==> src/hdl/tcgcs_pkg.sv <==
// Shared types and constants for the text cursor glyph command sequencer.
package tcgcs_pkg;

  // Field widths
  localparam int unsigned CODE_W = 8;
  localparam int unsigned CMD_W  = 8;
  localparam int unsigned ADDR_W = 10;
  localparam int unsigned COL_W  = 7;
  localparam int unsigned PAGE_W = 3;

  // Default geometry
  localparam int unsigned DISPLAY_COLUMNS = 102;
  localparam int unsigned GLYPH_WIDTH     = 6;
  localparam int unsigned PAGE_COUNT      = 8;
  localparam int unsigned QUEUE_DEPTH     = 2;

  // Operation codes
  localparam logic OP_PUT_CHAR     = 1'b0;
  localparam logic OP_RESET_CURSOR = 1'b1;

  // Control characters and printable range
  localparam logic [CODE_W-1:0] CHAR_TAB        = 8'h09;
  localparam logic [CODE_W-1:0] CHAR_NEWLINE    = 8'h0A;
  localparam logic [CODE_W-1:0] CHAR_RETURN     = 8'h0D;
  localparam logic [CODE_W-1:0] CHAR_FIRST      = 8'h20;
  localparam logic [CODE_W-1:0] CHAR_END        = 8'h80;
  localparam logic [CODE_W-1:0] CHAR_SUBSTITUTE = 8'h3F;

  // Controller command bases
  localparam logic [CMD_W-1:0] CMD_PAGE_BASE     = 8'hB0;
  localparam logic [CMD_W-1:0] CMD_COL_HIGH_BASE = 8'h10;

  // One glyph to draw, handed from the front to the back
  typedef struct packed {
    logic [CMD_W-1:0]  page_cmd;
    logic [COL_W-1:0]  column;
    logic [ADDR_W-1:0] base;
  } job_t;

  // Item within one glyph column
  typedef enum logic [1:0] {
    PH_PAGE   = 2'd0,
    PH_COL_LO = 2'd1,
    PH_COL_HI = 2'd2,
    PH_DATA   = 2'd3
  } phase_e;

endpackage

==> src/hdl/text_cursor_glyph_command_sequencer.sv <==
// Top level of the text cursor glyph command sequencer.
//
//   channel | direction | handshake            | payload
//   in      | input     | in_valid_i/in_stall_o | operation_i, char_code_i
//   out     | output    | out_valid_o/out_stall_i | is_data_o, command_byte_o,
//           |           |                      | font_address_o, last_o
//
// A printable character yields 4*GlyphWidth items (24 by default), one per
// cycle from the back end's output register while out_stall_i is low; the back
// end sets the rate. Cursor moves, tabs, newlines and returns yield no items.
// Requests are taken while the job queue has room, so the front end keeps
// accepting while the back end drains; out_stall_i freezes only the back end.
// Reset clears the cursor to page 0 column 0 and empties the queue.
module text_cursor_glyph_command_sequencer
  import tcgcs_pkg::*;
#(
  parameter int unsigned DisplayColumns = DISPLAY_COLUMNS,
  parameter int unsigned GlyphWidth     = GLYPH_WIDTH,
  parameter int unsigned PageCount      = PAGE_COUNT,
  parameter int unsigned QueueDepth     = QUEUE_DEPTH
) (
  input  logic              clk_i,
  input  logic              rst_ni,
  input  logic              in_valid_i,
  output logic              in_stall_o,
  input  logic              operation_i,
  input  logic [CODE_W-1:0] char_code_i,
  output logic              out_valid_o,
  input  logic              out_stall_i,
  output logic              is_data_o,
  output logic [CMD_W-1:0]  command_byte_o,
  output logic [ADDR_W-1:0] font_address_o,
  output logic              last_o
);

  logic job_push, job_full, job_pop, job_valid;
  job_t job_in, job_out;

  tcgcs_front #(
    .DisplayColumns(DisplayColumns),
    .GlyphWidth    (GlyphWidth),
    .PageCount     (PageCount)
  ) u_front (
    .clk_i      (clk_i),
    .rst_ni     (rst_ni),
    .in_valid_i (in_valid_i),
    .in_stall_o (in_stall_o),
    .operation_i(operation_i),
    .char_code_i(char_code_i),
    .job_full_i (job_full),
    .job_push_o (job_push),
    .job_o      (job_in)
  );

  tcgcs_queue #(
    .Depth(QueueDepth)
  ) u_queue (
    .clk_i  (clk_i),
    .rst_ni (rst_ni),
    .push_i (job_push),
    .data_i (job_in),
    .full_o (job_full),
    .pop_i  (job_pop),
    .valid_o(job_valid),
    .data_o (job_out)
  );

  tcgcs_back #(
    .GlyphWidth(GlyphWidth)
  ) u_back (
    .clk_i         (clk_i),
    .rst_ni        (rst_ni),
    .job_valid_i   (job_valid),
    .job_i         (job_out),
    .job_pop_o     (job_pop),
    .out_valid_o   (out_valid_o),
    .out_stall_i   (out_stall_i),
    .is_data_o     (is_data_o),
    .command_byte_o(command_byte_o),
    .font_address_o(font_address_o),
    .last_o        (last_o)
  );

endmodule

==> src/hdl/tcgcs_front.sv <==
// Front end: accepts requests, keeps the text cursor and queues glyph jobs.
module tcgcs_front
  import tcgcs_pkg::*;
#(
  parameter int unsigned DisplayColumns = DISPLAY_COLUMNS,
  parameter int unsigned GlyphWidth     = GLYPH_WIDTH,
  parameter int unsigned PageCount      = PAGE_COUNT
) (
  input  logic              clk_i,
  input  logic              rst_ni,
  input  logic              in_valid_i,
  output logic              in_stall_o,
  input  logic              operation_i,
  input  logic [CODE_W-1:0] char_code_i,
  input  logic              job_full_i,
  output logic              job_push_o,
  output job_t              job_o
);

  localparam logic [COL_W:0]    ColLimit  = (COL_W+1)'(DisplayColumns);
  localparam logic [COL_W:0]    TabStep   = (COL_W+1)'(2 * GlyphWidth);
  localparam logic [COL_W:0]    GlyphStep = (COL_W+1)'(GlyphWidth);
  localparam logic [PAGE_W-1:0] PageLast  = PAGE_W'(PageCount - 1);
  localparam logic [CMD_W-1:0]  PageTop   = CMD_PAGE_BASE + CMD_W'(PageCount - 1);
  localparam logic [ADDR_W-1:0] GwAddr    = ADDR_W'(GlyphWidth);

  logic [COL_W-1:0]  col_q, col_d;
  logic [PAGE_W-1:0] page_q, page_d;
  logic              accept;
  logic              is_glyph;
  logic [CODE_W-1:0] glyph_code;
  logic [COL_W:0]    col_sum;
  logic              col_wrap;
  logic [PAGE_W-1:0] page_inc;

  assign in_stall_o = job_full_i;
  assign accept     = in_valid_i && !in_stall_o;

  // Classify the character
  assign is_glyph   = (char_code_i != CHAR_TAB) && (char_code_i != CHAR_NEWLINE) &&
                      (char_code_i != CHAR_RETURN);
  assign glyph_code = (char_code_i >= CHAR_FIRST && char_code_i < CHAR_END) ?
                      char_code_i : CHAR_SUBSTITUTE;

  // Advance the column by a tab or a glyph, wrapping at the display edge
  assign col_sum  = {1'b0, col_q} + ((char_code_i == CHAR_TAB) ? TabStep : GlyphStep);
  assign col_wrap = col_sum >= ColLimit;
  assign page_inc = (page_q == PageLast) ? '0 : page_q + 1'b1;

  // Cursor update
  always_comb begin
    col_d  = col_q;
    page_d = page_q;
    if (accept) begin
      if (operation_i == OP_RESET_CURSOR) begin
        col_d  = '0;
        page_d = '0;
      end else if (char_code_i == CHAR_NEWLINE) begin
        page_d = page_inc;
      end else if (char_code_i == CHAR_RETURN) begin
        col_d = '0;
      end else if (col_wrap) begin
        col_d  = '0;
        page_d = page_inc;
      end else begin
        col_d = col_sum[COL_W-1:0];
      end
    end
  end

  always_ff @(posedge clk_i or negedge rst_ni) begin
    if (!rst_ni) begin
      col_q  <= '0;
      page_q <= '0;
    end else begin
      col_q  <= col_d;
      page_q <= page_d;
    end
  end

  // Queue a glyph job with the cursor as it stands before the advance
  assign job_push_o     = accept && (operation_i == OP_PUT_CHAR) && is_glyph;
  assign job_o.page_cmd = PageTop - {{(CMD_W-PAGE_W){1'b0}}, page_q};
  assign job_o.column   = col_q;
  assign job_o.base     = GwAddr * ADDR_W'(glyph_code - CHAR_FIRST);

endmodule

==> src/hdl/tcgcs_queue.sv <==
// Small job queue between the front and the back.
module tcgcs_queue
  import tcgcs_pkg::*;
#(
  parameter int unsigned Depth = QUEUE_DEPTH
) (
  input  logic clk_i,
  input  logic rst_ni,
  input  logic push_i,
  input  job_t data_i,
  output logic full_o,
  input  logic pop_i,
  output logic valid_o,
  output job_t data_o
);

  localparam int unsigned PtrW = (Depth > 1) ? $clog2(Depth) : 1;
  localparam int unsigned CntW = $clog2(Depth + 1);
  localparam logic [PtrW-1:0] PtrLast = PtrW'(Depth - 1);
  localparam logic [CntW-1:0] CntFull = CntW'(Depth);

  job_t            mem_q [Depth];
  logic [PtrW-1:0] wr_q, rd_q;
  logic [CntW-1:0] cnt_q;
  logic            do_push, do_pop;

  assign full_o  = cnt_q == CntFull;
  assign valid_o = cnt_q != '0;
  assign data_o  = mem_q[rd_q];
  assign do_push = push_i && !full_o;
  assign do_pop  = pop_i && valid_o;

  // Store entries
  always_ff @(posedge clk_i) begin
    if (do_push) begin
      mem_q[wr_q] <= data_i;
    end
  end

  // Advance pointers and count
  always_ff @(posedge clk_i or negedge rst_ni) begin
    if (!rst_ni) begin
      wr_q  <= '0;
      rd_q  <= '0;
      cnt_q <= '0;
    end else begin
      if (do_push) begin
        wr_q <= (wr_q == PtrLast) ? '0 : wr_q + 1'b1;
      end
      if (do_pop) begin
        rd_q <= (rd_q == PtrLast) ? '0 : rd_q + 1'b1;
      end
      if (do_push && !do_pop) begin
        cnt_q <= cnt_q + 1'b1;
      end else if (do_pop && !do_push) begin
        cnt_q <= cnt_q - 1'b1;
      end
    end
  end

endmodule

==> src/hdl/tcgcs_back.sv <==
// Back end: walks one glyph job and emits command and data items.
module tcgcs_back
  import tcgcs_pkg::*;
#(
  parameter int unsigned GlyphWidth = GLYPH_WIDTH
) (
  input  logic              clk_i,
  input  logic              rst_ni,
  input  logic              job_valid_i,
  input  job_t              job_i,
  output logic              job_pop_o,
  output logic              out_valid_o,
  input  logic              out_stall_i,
  output logic              is_data_o,
  output logic [CMD_W-1:0]  command_byte_o,
  output logic [ADDR_W-1:0] font_address_o,
  output logic              last_o
);

  localparam int unsigned IdxW = $clog2(GlyphWidth);
  localparam logic [IdxW-1:0] IdxLast = IdxW'(GlyphWidth - 1);

  job_t              job_q, job_d;
  logic              act_q, act_d;
  phase_e            phase_q, phase_d;
  logic [IdxW-1:0]   idx_q, idx_d;
  logic              out_valid_q;
  logic              is_data_q, last_q;
  logic [CMD_W-1:0]  cmd_q;
  logic [ADDR_W-1:0] addr_q;
  logic              load, emit, final_item, job_take;
  logic [COL_W:0]    cur_col;
  logic              item_is_data, item_last;
  logic [CMD_W-1:0]  item_cmd;
  logic [ADDR_W-1:0] item_addr;

  assign load       = !out_valid_q || !out_stall_i;
  assign emit       = act_q && load;
  assign final_item = (phase_q == PH_DATA) && (idx_q == IdxLast);
  assign job_take   = job_valid_i && (!act_q || (emit && final_item));
  assign job_pop_o  = job_take;

  // Next step within the job
  always_comb begin
    job_d   = job_q;
    act_d   = act_q;
    phase_d = phase_q;
    idx_d   = idx_q;
    if (job_take) begin
      job_d   = job_i;
      act_d   = 1'b1;
      phase_d = PH_PAGE;
      idx_d   = '0;
    end else if (emit) begin
      if (final_item) begin
        act_d = 1'b0;
      end
      case (phase_q)
        PH_PAGE:   phase_d = PH_COL_LO;
        PH_COL_LO: phase_d = PH_COL_HI;
        PH_COL_HI: phase_d = PH_DATA;
        PH_DATA: begin
          phase_d = PH_PAGE;
          idx_d   = idx_q + 1'b1;
        end
        default:   phase_d = PH_PAGE;
      endcase
    end
  end

  // Build the current item
  assign cur_col = {1'b0, job_q.column} + (COL_W+1)'(idx_q);

  always_comb begin
    item_is_data = 1'b0;
    item_cmd     = '0;
    item_addr    = '0;
    item_last    = 1'b0;
    case (phase_q)
      PH_PAGE:   item_cmd = job_q.page_cmd;
      PH_COL_LO: item_cmd = {4'h0, cur_col[3:0]};
      PH_COL_HI: item_cmd = {4'h0, cur_col[7:4]} + CMD_COL_HIGH_BASE;
      PH_DATA: begin
        item_is_data = 1'b1;
        item_addr    = job_q.base + ADDR_W'(idx_q);
        item_last    = idx_q == IdxLast;
      end
      default:   item_cmd = '0;
    endcase
  end

  always_ff @(posedge clk_i or negedge rst_ni) begin
    if (!rst_ni) begin
      act_q       <= 1'b0;
      phase_q     <= PH_PAGE;
      idx_q       <= '0;
      out_valid_q <= 1'b0;
    end else begin
      act_q   <= act_d;
      phase_q <= phase_d;
      idx_q   <= idx_d;
      if (load) begin
        out_valid_q <= act_q;
      end
    end
  end

  // Hold payload while stalled
  always_ff @(posedge clk_i) begin
    job_q <= job_d;
    if (emit) begin
      is_data_q <= item_is_data;
      cmd_q     <= item_cmd;
      addr_q    <= item_addr;
      last_q    <= item_last;
    end
  end

  assign out_valid_o    = out_valid_q;
  assign is_data_o      = is_data_q;
  assign command_byte_o = cmd_q;
  assign font_address_o = addr_q;
  assign last_o         = last_q;

endmodule

==> config.mk <==
export PLATFORM = sky130hd
export DESIGN_NAME = text_cursor_glyph_command_sequencer
export DESIGN_NICKNAME = d
export VERILOG_FILES = /design/src/hdl/tcgcs_pkg.sv /design/src/hdl/text_cursor_glyph_command_sequencer.sv /design/src/hdl/tcgcs_front.sv /design/src/hdl/tcgcs_queue.sv /design/src/hdl/tcgcs_back.sv
export SDC_FILE = /design/constraint.sdc
export NUM_CORES = 1
export LEC_CHECK = 0
export BUFFER_PORTS_ARGS = -buffer_cell sky130_fd_sc_hd__buf_2
export CAP_MARGIN = 20
export CORE_MARGIN = 5
export CORE_UTILIZATION = 33
export CTS_CLUSTER_DIAMETER = 40
export DETAILED_ROUTE_END_ITERATION = 10
export GPL_TIMING_DRIVEN = 0
export HOLD_SLACK_MARGIN = 0.12
export MAX_ROUTING_LAYER = met4
export PLACE_DENSITY = 0.62
export SKIP_LAST_GASP = 1
export SLEW_MARGIN = 25
export SYNTH_ARGS = -nofsm -noshare
export SYNTH_HDL_FRONTEND = slang
export SYNTH_SLANG_ARGS = --single-unit
==> constraint.sdc <==
create_clock -name clk_i -period 2.6 [get_ports clk_i]
set_input_delay 0.39 -clock clk_i [delete_from_list [all_inputs] [get_ports clk_i]]
set_output_delay 0.39 -clock clk_i [all_outputs]
set_load 0.02 [all_outputs]
==> summary.md, run 1 <==
| Metric | Value |
|---|---|
| Most frequent cell after synthesis | edfxtp_1 |
| Area occupied by multi-input gates | 1730 um^2 |
| Die area | 15800 um^2 |
| Finish-stage setup viols | 0 |
| Worst setup EP type | flip-flop |
| Clk slew on worst S/H paths | 0.06 ns |
| Gate Count Post-Synth | 337 |
| Main area contributors after synthesis | edfxtp_1 (49%), dfrtp_1 (11%), ha_1 (7.1%) |
| Final WS setup | 0.0822 ns |
| Synthesized flop and latch total | 92 |
| Netlist Area Pre-Place | 4410 um^2 |
| Net Sw Frac | 31.0% |
| Post-synth top cells | edfxtp_1 (72), inv_1 (29), ha_1 (25), dfrtp_1 (20) |
| Slowest CP cell | or3_4 |
| Drt total wl | 7.34 mm |
| RR Endpoint | u_queue.mem_q[1][10] |
| RSZ-0062 raised after global routing | true |
| Hold_sp | out_stall_i |
| Layout cell share with drive strength beyond 1 | 26.1% |
| FF-to-FF setup slack | 0.28 ns |
| Via/cell ratio | 4.57 |
| Fmax | 0.397 GHz |
| EDFF count, synth | 72 |
| Pwr Total | 4.61 mW |
| Largest net degree at the start of global routing | 26 |
| Fin nets | 430 |
| First-pass GRT wire length | 12.1 mm |
| Flop pwr share | 45.4% |
| Cell Chain, Critical Path | buf_6 > nor2_4 > nand3_4 > or3_4 > ha_4 > inv_2 > ha_4 > nor2b_1 > o21a_1 > a32o_2 > o31ai_4 > and2_4 > o311ai_2 |
| Worst path max stage delay | 0.40 ns |
| Net Count, Synth | 377 |
| Initial Util | 33.4% |
| Vias in the first global route | 2662 |
| Main synth FF type | edfxtp_1 |
| Root Driver | clkbuf_16 |
| Period utilization | 96.8% |
| Placed inst area | 4900 um^2 |
| Hold Path Class | in2reg |
| Psw | 1.43 mW |
| Distinct cells, synth | 47 |
| Placer Congestion | 0.832 |
| Slew HR | 45.3% |
| Final Critical Period | 2.52 ns |
| Synth top area share | 49.0% |
| Avg Inst Size Synth | 13.1 um^2 |
| Run status | complete, no violations |
| Tot GR Track Use | 9.71% |
| Worst Path Buf+Inv | 2 |
| Cell Rows | 42 |
| H-tree depth | 3 |
| Overflow after GRT | 0 |
| Dpl ws | -0.335 ns |
| Hold path endpoint | u_back.out_valid_o |
| Final hold vios | 0 |
| Post-route ant nets | 0 |
| Register area | 2660 um^2 |
| Routed len/inst | 12.9 um |
| Pint | 3.18 mW |
| Share of the yosys chip area belonging to registers | 60.4% |
| Pins over their slew limit | 0 |
| Comb power frac | 28.3% |
| PortBufs | 33 |
| Critical path data required time | 2.81 ns |
| CP dominant cell by count | ha_4 |
| Clock power frac | 26.3% |
| Top Family by Delay on Critical Path | simple AND/OR/NAND/NOR gates |
| Initial DRC count | 164 |
| Worst Skew | 0.00481 ns |
| Dpl hpwl | 5.23 mm |
| Hold Crit Depth | 3 |
| CTS Buffer Depth | 2 |
| Ant. Diodes | 0 |
| Clk Latency, worst-skew pair | 0.33 ns |
| Die Ht | 126 um |
| Final Cell Area | 5280 um^2 |
| Core area | 13200 um^2 |
| 1st-pass router iterations | 4 |
| CTS tree | built |
| Die Span X | 126 um |
| Residual DRC | 0 |
| WS Path Type | in2reg |
| Routed vias | 2608 |
| # fillers | 1218 |
| P&R area growth vs syn | 19.8% |
| FF-to-FF Start | u_queue.cnt_q[0] |
| Initial antenna violation count | 0 |
| Total Neg Setup Slack | 0 ns |
| Ys Warns | 0 |
| Ports | 35 |
| Power density over the cells | 872 nW/um^2 |
| Worst slew pin tran | 0.821 ns |
| Synth area leader | edfxtp_1 |
| Clock Sinks | 92 |
| Async SR Flop Fraction | 21.7% |
| CTS buffer count | 9 |
| Max IR drop VDD | 0.000384 V |
| R2R cell count | 4 |
| CP Max Fanout | 6 |
| Lkg Pwr | 2.02 nW |
| Crit path launch type | input pin |
| Max_cap viols | 0 |
| Critical Path AT | 2.72 ns |
[layout make-up]
type / count / share of cell area [%]
flip-flops and latches: 92 / 50.4
multi-input cells: 210 / 32.7
repair buffers: 41 / 4.62
clock buffers: 10 / 4.52
well taps: 176 / 4.17
inverters: 29 / 2.06
clock inverters: 6 / 0.876
plain buffers: 7 / 0.663
[state kept, by name, indices dropped and copies added (netlist names)]
register	count
u_queue.cnt_q	2
u_queue.wr_q	1
u_back.act_q	1
u_queue.mem_q	36
u_back.idx_q	3
u_back.font_address_o	10
u_back.job_q	18
u_back.is_data_o	1
u_front.col_q	6
u_back.phase_q	2
u_back.command_byte_o	6
u_back.last_o	1
u_queue.rd_q	1
u_front.page_q	3
u_back.out_valid_o	1
[layer usage]
metal	GRT usage, %	share of wire [%]	vias to the layer above
li1	-	-	1321
met1	12.1	47	1223
met2	14.8	46	51
met3	2.64	4.3	13
met4	4.34	2.5	0
met5	-	0	-
[what timing repair did]
action | in CTS | in global routing
hold endpoints to repair | 20 | 0
buffers inserted | 0 | 5
resized for setup | 0 | 10
hold buffers | 1 | 0
endpoints found under the setup margin | 0 | 11
[worst register-to-register path, delay by kind of cell (launching register included)]
kind          cells  cell delay [ns]
flops             1             0.40
simple gates      4             1.55
[logic make-up (layout without fill, tap and decap cells)]
logic type | Yosys count | in the layout | synth area share, %
compound gates | 48 | 49 | 7.83
xor+xnor | 25 | 25 | 4.97
fa+ha+maj | 27 | 27 | 8.00
buf+inv | 36 | 93 | 3.23
flops | 92 | 92 | 60.4
mux | 18 | 18 | 4.60
other cells | 1 | 1 | 0.0850
simple gates | 90 | 90 | 10.9
[through the flow]
step	std cells	hold slack [ns]	util (%)
final	571	0.308	40.0
after global placement	546	0.373	36.9
after floorplan	337	0.0944	-
after CTS	565	0.303	39.4
after global routing	571	0.309	40.0
after detailed placement	548	0.379	37.2
[power groups by stage]
stage / sequential, mW / combinational [mW] / clock (mW)
5_1_grt: 2.12 / 1.47 / 1.30
3_3_place_gp: 2.11 / 1.21 / 0
6_report: 2.09 / 1.30 / 1.21
4_1_cts: 2.09 / 1.27 / 1.24
3_5_place_dp: 2.12 / 1.26 / 0
2_1_floorplan: 2.16 / 0.864 / 0
[how the worst max path moves through the flow]
| stage | from | cells past startpoint | to |
|---|---|---|---|
| after floorplan | char_code_i[6] | 12 | u_front.page_q[2] |
| after global routing | char_code_i[5] | 13 | u_front.page_q[2] |
| after detailed placement | char_code_i[7] | 13 | u_front.col_q[4] |
| after global placement | u_queue.cnt_q[0] | 3 | u_queue.mem_q[0][7] |
| final | char_code_i[5] | 13 | u_front.page_q[2] |
| after CTS | char_code_i[7] | 13 | u_front.page_q[1] |
[cell usage in the layout, fill, tap and decap left out, types with 3 or more instances in the layout]
cell type / n
nand2_1: 19
nor2_1: 18
a222oi_1: 3
edfxtp_1: 72
buf_2: 31
xnor2_1: 14
buf_6: 3
a21o_1: 3
mux2_2: 18
nand3_1: 6
xor2_1: 10
inv_1: 27
a21oi_1: 11
buf_4: 8
ha_1: 22
nand4_1: 3
or3_1: 6
and2_1: 10
nand2b_1: 4
nor2b_1: 4
dfrtp_1: 20
clkbuf_1: 4
clkbuf_16: 9
o21ai_0: 12
ha_4: 3
Power figures use the tool's default switching activity.
==> run 2: changes to the inputs <==
- ABC_AREA: unset -> 1
- CAP_MARGIN: 20 -> unset
==> run 2 against run 1 <==
Compared with the run above: combinational power rose by 18%; setup slack improved by 0.22 ns; non-clock buffer count fell by 6; worst hold slack improved by 0.0088 ns; core utilization fell by 0.94 points; clock power barely moved; power rose by 8.7%; clock-buffer cell count fell by 1; global-route usage rose by 0.50 points; critical endpoint is now u_queue.mem_q[0][7].
==> summary.md, run 2 <==
| Metric | Value |
|---|---|
| Synthesized flop and latch total | 92 |
| Via/cell ratio | 4.36 |
| Initial DRC count | 187 |
| Max reg flops | 36 |
| Residual DRC | 0 |
| Async SR Flop Fraction | 21.7% |
| Gate Count Post-Synth | 444 |
| Main area contributors after synthesis | edfxtp_1 (48%), dfrtp_1 (11%), nand2_1 (11%) |
| Ys Warns | 0 |
| RR Endpoint | u_queue.cnt_q[1] |
| 1st-pass router iterations | 4 |
| Worst Skew | 0.00612 ns |
| Hold Path Class | in2reg |
| Share of the yosys chip area belonging to registers | 59.0% |
| Cell Rows | 42 |
| Fin Hold WS | 0.317 ns |
| Most common cell after layout, fill and taps aside | nand2_1 |
| Distinct cells, synth | 39 |
| Most frequent cell after synthesis | nand2_1 |
| Placed inst area | 4930 um^2 |
| Avg Inst Size Synth | 10.2 um^2 |
| Pins over their slew limit | 0 |
| Routed len/inst | 11.3 um |
| Die area | 16100 um^2 |
| CTS Buffer Depth | 2 |
| Lkg Pwr | 2.32 nW |
| First-pass GRT wire length | 13.0 mm |
| Largest net degree at the start of global routing | 23 |
| Fin util | 39.1% |
| # fillers | 1305 |
| Dpl hpwl | 5.83 mm |
| Routed vias | 2932 |
| Max IR drop VDD | 0.000286 V |
| Max_cap viols | 0 |
| RSZ-0062 raised after global routing | false |
| Slew HR | 50.8% |
| R2R cell count | 10 |
| Clock Sinks | 92 |
| Power density over the cells | 959 nW/um^2 |
| Critical Path AT | 2.38 ns |
| Root Driver | clkbuf_16 |
| H-tree depth | 3 |
| Drt total wl | 7.57 mm |
| Hold_sp | out_stall_i |
| Hold path endpoint | u_back.out_valid_o |
| Most frequent cells in the layout | nand2_1 (127), edfxtp_1 (72), inv_1 (56) |
| Die Span X | 127 um |
| WS Path Type | in2reg |
| Overflow after GRT | 0 |
| Finish-stage setup viols | 0 |
| Core area | 13300 um^2 |
| Total Neg Setup Slack | 0 ns |
| Fin nets | 531 |
| PortBufs | 33 |
| EDFF count, synth | 72 |
| Crit path launch type | input pin |
| FF-to-FF Start | u_back.phase_q[1] |
| Synth top area share | 47.9% |
| Synth area leader | edfxtp_1 |
| Period utilization | 88.5% |
| Worst setup EP type | flip-flop |
| Main synth FF type | edfxtp_1 |
| FF-to-FF setup slack | 0.47 ns |
| Clk Latency, worst-skew pair | 0.34 ns |
| Post-route ant nets | 0 |
| Ant. Diodes | 0 |
| CTS buffer count | 9 |
| Critical path data required time | 2.68 ns |
| Ports | 35 |
| CP Max Fanout | 3 |
| Post-synth top cells | nand2_1 (127), edfxtp_1 (72), inv_1 (56), nor2_1 (34), ha_1 (25) |
| P&R area growth vs syn | 15.6% |
| Clk slew on worst S/H paths | 0.07 ns |
| Hold Crit Depth | 3 |
| Largest Register | u_queue.mem_q |
| Worst slew pin tran | 0.738 ns |
| CTS tree | built |
| Placer Congestion | 0.838 |
| Layout cell share with drive strength beyond 1 | 16.5% |
| Final hold vios | 0 |
| Net Count, Synth | 484 |
| Run status | complete, no violations |
| Die Ht | 127 um |
| Initial antenna violation count | 0 |
| Fmax | 0.435 GHz |
| # Post-CTS Setup Buffers | 0 |
| Tot GR Track Use | 10.2% |
| Initial Util | 33.8% |
| Final Critical Period | 2.30 ns |
| Final Cell Area | 5220 um^2 |
| Netlist Area Pre-Place | 4510 um^2 |
| Vias in the first global route | 2936 |
run 2: cell types whose count changed after synthesis, moves of 5 or more:
cell,previous run,this run
and2_1,10,1
inv_1,29,56
inv_2,0,6
mux2_2,18,0
nand2_1,19,127
nand3_1,7,15
nand4_1,3,8
nor2_1,19,34
nor2b_1,5,0
or3_1,7,0
xnor2_1,14,3
run 2: worst max-delay path, stage by stage:
cell	delay [ns]
buf_2	0.12
nor2_1	0.09
nand2_1	0.09
inv_1	0.08
nor2_1	0.06
inv_1	0.08
nor2_1	0.07
inv_1	0.08
ha_1	0.17
inv_1	0.05
fa_1	0.40
o21ai_0	0.32
nand2_1	0.10
a21oi_1	0.18
xor2_1	0.10
run 2: logic make-up (layout without fill, tap and decap cells):
kind of cell / count (synthesis) / in the layout / share of synthesized area (%)
compound gates: 34 / 34 / 4.19
xor+xnor: 13 / 13 / 2.52
fa+ha+maj: 27 / 27 / 7.82
buf+inv: 70 / 122 / 6.04
flops: 92 / 92 / 59.0
other cells: 1 / 1 / 0.0831
simple gates: 207 / 207 / 20.4
run 2: layer usage:
| metal | GRT usage [%] | share of wire, % | vias up | wire length, um |
|---|---|---|---|---|
| li1 | - | - | 1539 | - |
| met1 | 11.6 | 44 | 1333 | 3370 |
| met3 | 2.56 | 4.7 | 12 | 355 |
| met5 | - | 0 | - | 0 |
| met4 | 4.42 | 1.8 | 0 | 136 |
| met2 | 17.1 | 49 | 48 | 3710 |
run 2: metrics by stage:
stage,std cells,total power [mW],setup slack [ns]
final,672,5.01,0.299
after global routing,672,5.40,0.122
after CTS,672,5.08,0.287
after detailed placement,655,3.85,-0.0666
after global placement,653,3.76,-0.273
after floorplan,444,3.40,0.347
run 2: how the worst max path moves through the flow:
stage,start,end
2_1_floorplan,char_code_i[7],u_queue.mem_q[0][7]
3_3_place_gp,char_code_i[7],u_queue.mem_q[1][7]
3_5_place_dp,char_code_i[7],u_queue.mem_q[1][7]
4_1_cts,char_code_i[7],u_queue.mem_q[0][7]
5_1_grt,char_code_i[7],u_queue.mem_q[0][7]
6_report,char_code_i[7],u_queue.mem_q[0][7]
run 2: what timing repair did:
item                      4_1_cts  5_1_grt
hold endpoints to repair       20        0
resized for setup               0        0
hold buffers                    1        0
run 2: report_power, final:
group / total [mW] / internal [mW] / switching [mW]
clock: 1.21 / 0.658 / 0.551
sequential: 2.27 / 2.07 / 0.204
combinational: 1.53 / 0.529 / 0.997
total: 5.01 / 3.26 / 1.75
run 2: final cells by class:
cell class                 count  area (um^2)  share of cell area, %
timing repair buffer          36          198                   3.79
sequential                    92         2660                   51.0
multi-input combinational    282         1580                   30.3
tap                          176          220                   4.22
buffer                         6         31.3                  0.599
clock buffer                   9          225                   4.31
clock inverter                 7         57.6                   1.10
inverter                      64          241                   4.63
==> run 3: changes to the inputs <==
- PLACE_DENSITY: 0.62 -> 0.56
==> run 3 against run 2 <==
Compared with the run above: die area is the same; non-clock buffer count unchanged; clock skew decreased by 0.0010 ns; core utilization increased by 0.075 points; combinational power about the same; first-iteration DRC count down 16%; fmax grew 2.5%; critical endpoint is now u_queue.mem_q[1][7]; largest power group unchanged.
==> summary.md, run 3 (synthesized netlist as in run 2, its figures left out) <==
| Metric | Value |
|---|---|
| Critical Path AT | 2.32 ns |
| Net Sw Frac | 33.8% |
| Initial DRC count | 158 |
| Residual DRC | 0 |
| 1st-pass router iterations | 4 |
| Drt total wl | 7.43 mm |
| Clock Sinks | 92 |
| Max_cap viols | 0 |
| Ports | 35 |
| Routed len/inst | 11.1 um |
| Tot GR Track Use | 10.1% |
| Cell Rows | 42 |
| Fin nets | 531 |
| CTS tree | built |
| Placed inst area | 4930 um^2 |
| Max IR drop VDD | 0.000365 V |
| Worst slew pin tran | 0.732 ns |
| Period utilization | 86.3% |
| Worst Skew | 0.00510 ns |
| Lkg Pwr | 2.33 nW |
| Run status | complete, no violations |
| Vias in the first global route | 2760 |
| Power density over the cells | 965 nW/um^2 |
| P&R area growth vs syn | 15.9% |
| Die Ht | 127 um |
| Most common cell after layout, fill and taps aside | nand2_1 |
| Clock power frac | 24.6% |
| Fin Hold WS | 0.325 ns |
| Core area | 13300 um^2 |
| Initial Util | 33.8% |
| Non-Filler Instances | 672 |
| # fillers | 1334 |
| Clk Latency, worst-skew pair | 0.33 ns |
| Via/cell ratio | 4.35 |
| Most frequent cells in the layout | nand2_1 (127), edfxtp_1 (72), inv_1 (56) |
| CTS buffer count | 9 |
| Root Driver | clkbuf_16 |
| Hold Path Class | in2reg |
| Pins over their slew limit | 0 |
| WS Path Type | in2reg |
| Post-route ant nets | 0 |
| Overflow after GRT | 0 |
| Initial antenna violation count | 0 |
| Dpl hpwl | 5.71 mm |
| Comb power frac | 30.4% |
| Worst setup EP type | flip-flop |
| PortBufs | 33 |
| Largest Register | u_queue.mem_q |
| Pint | 3.34 mW |
| Final Critical Period | 2.24 ns |
| # Post-CTS Setup Buffers | 0 |
| RSZ-0062 raised after global routing | false |
| Die area | 16100 um^2 |
| H-tree depth | 3 |
| Final hold vios | 0 |
| CTS Buffer Depth | 2 |
| Placer Congestion | 0.820 |
| Inst Count DP | 655 |
| Psw | 1.71 mW |
| Routed vias | 2926 |
| Slew HR | 51.2% |
| Fmax | 0.446 GHz |
| Finish-stage setup viols | 0 |
| Die Span X | 127 um |
| First-pass GRT wire length | 12.8 mm |
| Largest net degree at the start of global routing | 23 |
| Final Cell Area | 5230 um^2 |
| Max reg flops | 36 |
| Flop pwr share | 45.0% |
| Clk slew on worst S/H paths | 0.06 ns |
| Crit path launch type | input pin |
| CP Max Fanout | 3 |
| Critical path data required time | 2.67 ns |
| Fin util | 39.2% |
| Layout cell share with drive strength beyond 1 | 16.3% |
| Ant. Diodes | 0 |
run 3: changes by cell type in the layout (fill, tap and decap cells not counted), sizes merged:
cell	delta
clkinv	+3
clkinvlp	-1
bufinv	+1
inv	-3
run 3: final cells by class:
| class | count | area, um^2 | area share (%) |
|---|---|---|---|
| buffer | 6 | 31.3 | 0.598 |
| multi-input combinational | 282 | 1580 | 30.3 |
| timing repair buffer | 36 | 198 | 3.78 |
| sequential | 92 | 2660 | 50.9 |
| inverter | 64 | 241 | 4.62 |
| tap | 176 | 220 | 4.21 |
| clock inverter | 7 | 67.6 | 1.29 |
| clock buffer | 9 | 225 | 4.31 |
run 3: final timing paths:
kind | startpoint | endpoint | slack, ns | cells past startpoint
max | char_code_i[7] | u_queue.mem_q[1][7] | 0.36 | 15
min in group asynchronous | rst_ni | u_back.phase_q[0] | 0.57 | 2
max reg2reg | u_back.phase_q[1] | u_queue.cnt_q[1] | 0.48 | 10
max in group asynchronous | rst_ni | u_front.col_q[3] | 1.70 | 2
min | out_stall_i | u_back.out_valid_o | 0.32 | 3
min reg2reg | u_back.act_q | u_back.out_valid_o | 0.49 | 2
run 3: metrics by stage:
stage	setup WS (ns)	setup TNS, ns	power, mW
floorplan	0.347	0	3.40
global placement	-0.236	-8.30	3.78
detailed placement	-0.0149	-0.0298	3.86
CTS	0.349	0	5.12
global route	0.00815	0	5.42
finish	0.356	0	5.04
run 3: power by group through the flow:
stage | clock network [mW] | registers, mW | logic (mW)
6_report | 1.24 | 2.27 | 1.53
5_1_grt | 1.34 | 2.31 | 1.76
4_1_cts | 1.28 | 2.27 | 1.57
3_5_place_dp | 0 | 2.30 | 1.56
3_3_place_gp | 0 | 2.29 | 1.49
2_1_floorplan | 0 | 2.38 | 1.02
run 3: layer usage:
layer	track usage (%)	part of all wire (%)
met3	2.31	4.6
met5	-	0
met1	12.9	47
met2	15.6	47
met4	3.79	0.94
run 3: critical path, cell delays in order:
cell and delay [ns]:
buf_2 0.11, nor2_1 0.09, nand2_1 0.08, inv_1 0.08, nor2_1 0.06, inv_1 0.08
nor2_1 0.07, inv_1 0.08, ha_1 0.17, inv_1 0.05, fa_1 0.40, o21ai_0 0.29
nand2_1 0.09, a21oi_1 0.17, xor2_1 0.10
run 3: repair_timing:
item | CTS | global route
endpoints found under the hold margin | 20 | 0
resized for setup | 0 | 0
hold buffers | 1 | 0
